$ cat src/rtl/edf_pkg.sv
package edf_pkg;

   localparam int MAX_TASKS_DEF  = 16;
   localparam int TIME_BITS_DEF  = 32;
   localparam int COUNT_BITS_DEF = 16;

   localparam logic [2:0] REQ_TICK     = 3'd0;
   localparam logic [2:0] REQ_PLAIN    = 3'd1;
   localparam logic [2:0] REQ_REALTIME = 3'd2;
   localparam logic [2:0] REQ_PERIODIC = 3'd3;
   localparam logic [2:0] REQ_PREEMPT  = 3'd4;
   localparam logic [2:0] REQ_FINISH   = 3'd5;

   localparam logic [1:0] STATUS_OK         = 2'd0;
   localparam logic [1:0] STATUS_SLOT_BUSY  = 2'd1;
   localparam logic [1:0] STATUS_NO_CURRENT = 2'd2;

   typedef enum logic [1:0] {
      KIND_PLAIN,
      KIND_RT,
      KIND_PERIODIC
   } kind_type;

   typedef enum logic [1:0] {
      PLACE_FIFO,
      PLACE_WAIT,
      PLACE_READY,
      PLACE_RUN
   } place_type;

   // OP_MOVE keeps the entry order dense (later entries close the gap),
   // OP_APPEND places a task that held no order position at the tail.
   typedef enum logic [2:0] {
      OP_NONE,
      OP_CREATE,
      OP_MOVE,
      OP_APPEND,
      OP_PERIODIC,
      OP_RETIRE,
      OP_DISPATCH
   } op_type;

   typedef struct packed {
      op_type    op;
      place_type place;
      kind_type  kind;
   } cmd_type;

   typedef enum logic [2:0] {
      ST_IDLE,
      ST_EXEC,
      ST_MIGRATE,
      ST_CURRENT,
      ST_DISPATCH,
      ST_RESP
   } state_type;

endpackage

$ cat src/rtl/edf_cell.sv
module edf_cell #(
   parameter int INDEX     = 0,
   parameter int SLOT_W    = 4,
   parameter int STAMP_W   = 4,
   parameter int TIME_BITS = 32
) (
   input  logic                 clock,
   input  logic                 reset,
   input  edf_pkg::cmd_type     cmd,
   input  logic [SLOT_W-1:0]    cmd_slot,
   input  logic [TIME_BITS-1:0] cmd_arr,
   input  logic [TIME_BITS-1:0] cmd_dl,
   input  logic [TIME_BITS-1:0] cmd_per,
   input  logic [TIME_BITS-1:0] cmd_now,
   input  logic [STAMP_W-1:0]   cmd_ref,
   input  logic [STAMP_W-1:0]   cmd_new,
   input  edf_pkg::place_type   mode,
   input  logic                 tin_v,
   input  logic [SLOT_W-1:0]    tin_slot,
   input  logic [TIME_BITS-1:0] tin_arr,
   input  logic [TIME_BITS-1:0] tin_dl,
   input  logic [STAMP_W-1:0]   tin_stamp,
   input  edf_pkg::kind_type    tin_kind,
   output logic                 tout_v,
   output logic [SLOT_W-1:0]    tout_slot,
   output logic [TIME_BITS-1:0] tout_arr,
   output logic [TIME_BITS-1:0] tout_dl,
   output logic [STAMP_W-1:0]   tout_stamp,
   output edf_pkg::kind_type    tout_kind,
   output logic                 valid_o
);
   import edf_pkg::*;

   logic                 valid_ff, valid_in;
   kind_type             kind_ff, kind_in;
   logic [TIME_BITS-1:0] arr_ff, arr_in;
   logic [TIME_BITS-1:0] dl_ff, dl_in;
   logic [TIME_BITS-1:0] per_ff, per_in;
   place_type            place_ff, place_in;
   logic [STAMP_W-1:0]   stamp_ff, stamp_in;

   logic                 tok_v_ff, tok_v_in;
   logic [SLOT_W-1:0]    tok_slot_ff, tok_slot_in;
   logic [TIME_BITS-1:0] tok_arr_ff, tok_arr_in;
   logic [TIME_BITS-1:0] tok_dl_ff, tok_dl_in;
   logic [STAMP_W-1:0]   tok_stamp_ff, tok_stamp_in;
   kind_type             tok_kind_ff, tok_kind_in;

   logic                 hit, shrink, elig, take;
   logic [TIME_BITS-1:0] arr_adv, key_mine, key_tin;

   assign hit     = (cmd_slot == SLOT_W'(INDEX));
   assign shrink  = valid_ff && !hit && (stamp_ff > cmd_ref) &&
                    ((cmd.op == OP_MOVE) || (cmd.op == OP_DISPATCH));
   assign arr_adv = arr_ff + per_ff;

   always_comb begin
      valid_in = valid_ff;
      kind_in  = kind_ff;
      arr_in   = arr_ff;
      dl_in    = dl_ff;
      per_in   = per_ff;
      place_in = place_ff;
      stamp_in = stamp_ff;
      if (shrink) begin
         stamp_in = stamp_ff - 1'b1;
      end
      if (hit) begin
         case (cmd.op)
            OP_CREATE: begin
               valid_in = 1'b1;
               kind_in  = cmd.kind;
               arr_in   = cmd_arr;
               dl_in    = cmd_dl;
               per_in   = cmd_per;
               place_in = cmd.place;
               stamp_in = cmd_new;
            end
            OP_MOVE, OP_APPEND: begin
               place_in = cmd.place;
               stamp_in = cmd_new;
            end
            OP_PERIODIC: begin
               arr_in   = arr_adv;
               dl_in    = dl_ff + per_ff;
               place_in = (cmd_now > arr_adv) ? PLACE_READY : PLACE_WAIT;
               stamp_in = cmd_new;
            end
            OP_RETIRE: begin
               valid_in = 1'b0;
            end
            OP_DISPATCH: begin
               place_in = PLACE_RUN;
            end
            default: ;
         endcase
      end
   end

   // search token: keep the better of the incoming candidate and this slot
   assign elig     = valid_ff && (place_ff == mode);
   assign key_mine = (mode == PLACE_READY) ? dl_ff :
                     (mode == PLACE_WAIT)  ? arr_ff : '0;
   assign key_tin  = (mode == PLACE_READY) ? tin_dl :
                     (mode == PLACE_WAIT)  ? tin_arr : '0;
   assign take     = elig && (!tin_v || (key_mine < key_tin) ||
                     ((key_mine == key_tin) && (stamp_ff < tin_stamp)));

   always_comb begin
      if (take) begin
         tok_v_in     = 1'b1;
         tok_slot_in  = SLOT_W'(INDEX);
         tok_arr_in   = arr_ff;
         tok_dl_in    = dl_ff;
         tok_stamp_in = stamp_ff;
         tok_kind_in  = kind_ff;
      end else begin
         tok_v_in     = tin_v;
         tok_slot_in  = tin_slot;
         tok_arr_in   = tin_arr;
         tok_dl_in    = tin_dl;
         tok_stamp_in = tin_stamp;
         tok_kind_in  = tin_kind;
      end
   end

   always_ff @(posedge clock) begin
      if (reset) begin
         valid_ff <= 1'b0;
         tok_v_ff <= 1'b0;
      end else begin
         valid_ff <= valid_in;
         tok_v_ff <= tok_v_in;
      end
   end

   always_ff @(posedge clock) begin
      kind_ff      <= kind_in;
      arr_ff       <= arr_in;
      dl_ff        <= dl_in;
      per_ff       <= per_in;
      place_ff     <= place_in;
      stamp_ff     <= stamp_in;
      tok_slot_ff  <= tok_slot_in;
      tok_arr_ff   <= tok_arr_in;
      tok_dl_ff    <= tok_dl_in;
      tok_stamp_ff <= tok_stamp_in;
      tok_kind_ff  <= tok_kind_in;
   end

   assign tout_v     = tok_v_ff;
   assign tout_slot  = tok_slot_ff;
   assign tout_arr   = tok_arr_ff;
   assign tout_dl    = tok_dl_ff;
   assign tout_stamp = tok_stamp_ff;
   assign tout_kind  = tok_kind_ff;
   assign valid_o    = valid_ff;

endmodule

$ cat config.mk
export PLATFORM = sky130hd
export DESIGN_NAME = edf_cell
export DESIGN_NICKNAME = d
export VERILOG_FILES = /design/src/rtl/edf_pkg.sv /design/src/rtl/edf_cell.sv
export SDC_FILE = /design/constraint.sdc
export NUM_CORES = 1
export LEC_CHECK = 0
export BUFFER_PORTS_ARGS = -buffer_cell sky130_fd_sc_hd__buf_4
export CAP_MARGIN = 40
export CORE_MARGIN = 1
export CORE_UTILIZATION = 55
export CTS_BUF_LIST = sky130_fd_sc_hd__clkbuf_4 sky130_fd_sc_hd__clkbuf_8 sky130_fd_sc_hd__clkbuf_16
export DETAILED_ROUTE_END_ITERATION = 8
export PLACE_DENSITY_LB_ADDON = 0.2
export SLEW_MARGIN = 20
export SYNTH_ARGS = -nofsm -noshare
export SYNTH_HDL_FRONTEND = slang
export SYNTH_SLANG_ARGS = --single-unit
$ cat constraint.sdc
create_clock -name clock -period 7.54 [get_ports clock]
set_input_delay 0.377 -clock clock [delete_from_list [all_inputs] [get_ports clock]]
set_output_delay 0.377 -clock clock [all_outputs]
set_load 0.03 [all_outputs]
=== Word-level counts from Yosys, hierarchy flattened ===
Index checks and enable logic that the tools add are counted.

* Add/subtract/negate cells: 3
* Magnitude comparators: 4
* Eq/ne operators: 10
* Mux-type cells: 17
* Reductions and logical operators: 21

{| class="wikitable"
|+ Operators with widths
! cell !! count
|-
| two-way mux 32 bit || 6
|-
| one-hot mux 32 bit (2 select lines) || 2
|-
| adder 32 bit || 2
|-
| == test 32 bit || 1
|-
| greater-than comparator 32 bit || 1
|-
| less-than comparator 32 bit || 1
|-
| two-way mux 4 bit || 4
|-
| == test 3 bit (second input constant) || 3
|-
| AND reduction 2 bit || 4
|-
| == test 3 x 2 -> 1 bit (second input constant) || 2
|-
| logical AND 1 bit || 6
|-
| one-hot mux 2 bit (3 select lines) || 1
|-
| greater-than comparator 4 bit || 1
|-
| zero test 4 bit || 1
|-
| less-than comparator 4 bit || 1
|-
| two-way mux 2 bit || 2
|-
| nonzero test 2 bit || 2
|-
| OR reduction 4 bit || 1
|-
| subtractor 4 x 1 -> 4 bit (second input constant) || 1
|-
| == test 3 x 1 -> 1 bit (second input constant) || 1
|-
| logical OR 1 bit || 3
|-
| nonzero test 3 bit || 1
|-
| OR reduction 3 bit || 1
|-
| == test 2 x 1 -> 1 bit (second input constant) || 1
|-
| other kinds (5) || 6
|}

* Register bits after elaboration: 180
* Input bits: 226
* Output and inout bits: 76
* Word-level logic and storage cells: 68

=== Longest topological paths before layout ===
* Word-level depth: 8
* Gate-level depth with buffers: 19
* Depth with buffers taken out: 19

=== Worst setup path before layout ===
Ideal clock, no wire load.

* Path type: input port to flip-flop
* Start point: in cmd[4] in the netlist's numbering
* End point: reg arr_ff[0] (enable)
* Setup time: 0.574 ns
* Data arrival time: 5.616 ns
* Required time: 6.966 ns
* Setup slack: 1.349 ns
* Stages on the path: 5
* Buffers on the path: 2
* Cells stage by stage: nor2_1 -> nand2_1 -> clkbuf_1 -> clkbuf_1 -> o21ai_0

* Word-level cells in the longest chain between the ends: 3
* Elaborated cells between the ends (all ways): 4
* Classes of those cells: eq/ne (2); reduce/logical (2)

{| class="wikitable"
|+ Ends and longest elaborated chain
! what !! RTL line !! text
|-
| start, declared || edf_cell.sv:9 || <nowiki>input edf_pkg::cmd_type cmd,</nowiki>
|-
| == test 3 bit or == test 3 x 1 -> 1 bit (tied branches) || edf_cell.sv:69 || <nowiki>case (cmd.op)</nowiki>
|-
| nonzero test 2 bit (no line) (*) || -- ||
|-
| AND reduction 2 bit (no line) (*) || -- ||
|-
| end signal, assigned || edf_cell.sv:139 || <nowiki>arr_ff <= arr_in;</nowiki>
|-
| end, declared || edf_cell.sv:36 || <nowiki>logic [TIME_BITS-1:0] arr_ff, arr_in;</nowiki>
|}

Mark *: on every way between the ends. The rest lies on a longest branch, timed or not.
A chain may end at the register's enable or synchronous reset.

=== Final worst setup path ===
* Start point: reg arr_ff[0]
* End point: reg place_ff[1], data pin

* Word-level cells in the longest chain between the ends: 4

{| class="wikitable"
|+ Ends and longest elaborated chain
! what !! RTL line !! text
|-
| adder 32 bit || edf_cell.sv:55 || <nowiki>assign arr_adv = arr_ff + per_ff;</nowiki>
|-
| greater-than comparator 32 bit || edf_cell.sv:86 || <nowiki>place_in = (cmd_now > arr_adv) ? PLACE_READY : PLACE_WAIT;</nowiki>
|-
| two-way mux 2 bit || edf_cell.sv:86 ||
|-
| one-hot mux 2 bit (3 select lines) || edf_cell.sv:69 ||
|-
| end signal, assigned || edf_cell.sv:142 || <nowiki>place_ff <= place_in;</nowiki>
|-
| end, declared || edf_cell.sv:39 || <nowiki>place_type place_ff, place_in;</nowiki>
|}

Every way passes these cells.

==> results.cfg <==
[floorplanning]
core_area_mm2 = 0.0218
io_pins = 302
die_y_um = 151
start_util_pct = 56.0
fp.dieArea_mm2 = 0.0228
die_w_um = 151
rows = 54

[worst_setup_path]
slowest_stage = a41oi_1
critPathBufInv = 0
worstPathArrival_ns = 5.26
cp_top_family = compound AO/OA/AOI/OAI gates
cp.required_ns = 7.71
startpoint_type = register
critPathMaxStageDelay_ns = 0.55
worstPathCellList = ha_1 > fa_1 > a211oi_2 > o21bai_1 > o311ai_4 > o31ai_4 > a211oi_4 > o31ai_2 > a211oi_2 > xor2_1 > ha_1 > nand4_1 > or2_2 > nor3_1 > and3_1 > nor3_1 > a41oi_1 > nand2_1
path_max_fanout = 4
critPathKind = register to register
end_kind = register

[cts]
clock_path_buffers = 2
clk_pin_slew_ns = 0.07
clock-root-buffer = clkbuf_16
ctsResizeCount = 0
clkSinkCount = 180
cts_buffers = 17
cts_setup_buffers = 0
htreeDepth = 4
cts_tree = built
cts_hold_buf = 0
clkLatencyLatePin_ns = 0.43

[worst_hold_path]
hp-class = input pin to register

[layout]
utilization_pct = 70.3
nNetsFinal = 1860
final_cells = 1792
drive_gt1_share_pct = 27.9
syn_to_final_growth_pct = 25.6

[place]
pre_cts_slack_ns = 2.59
place_congestion = 0.984
dpl.cell_count = 1758
hpwl_mm = 29.9
port-buffer-count = 301

[synth]
syn_nets = 1583
synth_area_mm2 = 0.0122
synth_common_cells = 134 x ha_1, 129 x nand2_1, 100 x edfxtp_1
ys.flop_type = edfxtp_1
synth-seq-area-share_pct = 37.7
synth_edf_count = 100
yosys_warnings = 0
ys_types = 66
synth_seq_cells = 180
synthTopCellsByArea = edfxtp_1 25%, ha_1 14%, dfxtp_1 13%
synth_most_common_cell = ha_1
yosys.area.top_type = edfxtp_1
synth_top_area_share_pct = 24.6
syn_inst = 1221
syn-mean-instance-area_um2 = 10.0
async_flop_share_pct = 0

[sta]
period_share_pct = 67.5
final_hold_viol_count = 0
maxSlewHeadroom_pct = 43.6
slew_viol_final = 0
finalSetupViolCount = 0
finalWorstSetupSlack_ns = 2.45
rsz0062_at_grt = false
worstMarginPinSlew_ns = 0.844
fmax_mhz = 196
fin_tns_setup_ns = 0
fin_crit_ns = 5.09
finalClockSkew_ns = 0.0121

[grt]
grt-ovfl-total = 0
grt_antenna_before_repair = 1
grt_pass1_wl_mm = 56.1
grt_pass1_vias = 10600
grt_max_degree = 79
grt.total_usage_pct = 32.9

[flow_run]
maxCapViolCount = 0

[pwr]
p_per_area_mw_per_mm2 = 157
vdd_drop_max_uv = 117
power_w = 0.00242
power_leakage_nw = 6.98

[outcome]
outcome = finished clean

[routing]
dr.pass1.iters = 6
wl_mm = 37.6
drt_first_iter_violations = 694
vias = 10900
post-route-drc-count = 0
viasPerCell = 6.09
routedWlPerCell_um = 21.0
detail-route-antenna-nets = 0
-- per-stage QoR --
| stage | hold slack, ns | instance area, um^2 |
|---|---|---|
| 3_5_place_dp | 0.463 | 14700 |
| 3_3_place_gp | 0.458 | 14700 |
| 5_1_grt | 0.0921 | 15400 |
| 2_1_floorplan | 0.425 | 12200 |
| 6_report | 0.115 | 15400 |
| 4_1_cts | 0.101 | 15300 |
-- cell type report --
cell class              count  area, um^2
clock inverters            12         125
multi-input cells         961        7300
inverters                  27         101
clock buffers              20         465
flip-flops and latches    180        4600
repair buffers            311        2400
well taps                 280         350
fillers                  1691        6470
diodes                      1        2.50
-- placed cells by master, fill, tap and decap left out, types with 8 or more instances in the layout --
| cell | count |
|---|---|
| buf_4 | 307 |
| ha_1 | 134 |
| nand2_1 | 128 |
| edfxtp_1 | 100 |
| a21oi_1 | 85 |
| dfxtp_1 | 80 |
| o21ai_0 | 78 |
| mux2_4 | 50 |
| nor2_1 | 47 |
| a21o_1 | 45 |
| xnor2_1 | 32 |
| a22oi_1 | 32 |
| a22o_1 | 32 |
| xor2_1 | 31 |
| o21ai_1 | 30 |
| inv_1 | 27 |
| nand4_1 | 22 |
| nand3_1 | 19 |
| clkbuf_16 | 18 |
| nor3_1 | 16 |
| mux2_2 | 14 |
| o21a_1 | 13 |
| a31oi_1 | 13 |
| a211oi_1 | 13 |
| nor2b_1 | 12 |
| and2_1 | 9 |
| and3_1 | 9 |
| mux2_1 | 9 |
| o211ai_1 | 8 |
-- metal layers --
metal | vias to the layer above | GRT usage (%) | part of all wire [%]
li1 | 5178 | - | -
met1 | 5136 | 43.5 | 42
met2 | 525 | 53.1 | 46
met3 | 70 | 6.39 | 8.9
met4 | 0 | 12.8 | 3.3
met5 | - | 0 | 0
-- worst paths after layout --
kind / from / end / slack (ns) / depth (start not counted)
setup / recovery: arr_ff[0] / place_ff[1] / 2.45 / 18
hold / removal: cmd_per[4] / per_ff[4] / 0.11 / 1
hold reg to reg: kind_ff[1] / tout_kind[1] / 0.48 / 1
setup reg to reg: arr_ff[0] / place_ff[1] / 2.45 / 18
-- flip-flops by register name, summed over array words and instances, names as in the netlist --
register    flops
stamp_ff        4
tout_dl        32
tout_slot       4
tout_kind       2
tout_arr       32
kind_ff         2
tout_stamp      4
valid_o         1
arr_ff         32
per_ff         32
dl_ff          32
place_ff        2
tout_v          1
-- cell families (layout without fill, tap and decap cells) --
group / count (synthesis) / after routing / share of synthesized area [%]
simple gates: 290 / 290 / 11.0
buf+inv: 80 / 370 / 2.92
other cells: 0 / 1 / 0
xor+xnor: 63 / 63 / 4.51
mux: 75 / 75 / 8.42
flops: 180 / 180 / 37.7
fa+ha+maj: 136 / 136 / 14.0
compound gates: 397 / 397 / 21.4
-- report_power, final --
| group | internal (W) | switching, W | total (W) | leakage (nW) |
|---|---|---|---|---|
| Combinational | 0.000216 | 0.000215 | 0.000432 | 5.12 |
| Sequential | 0.00107 | 0.0000212 | 0.00109 | 1.58 |
| Clock | 0.000489 | 0.000406 | 0.000895 | 0.290 |
| Total | 0.00177 | 0.000642 | 0.00242 | 6.98 |
No activity file was read; power rests on OpenSTA's default activity.
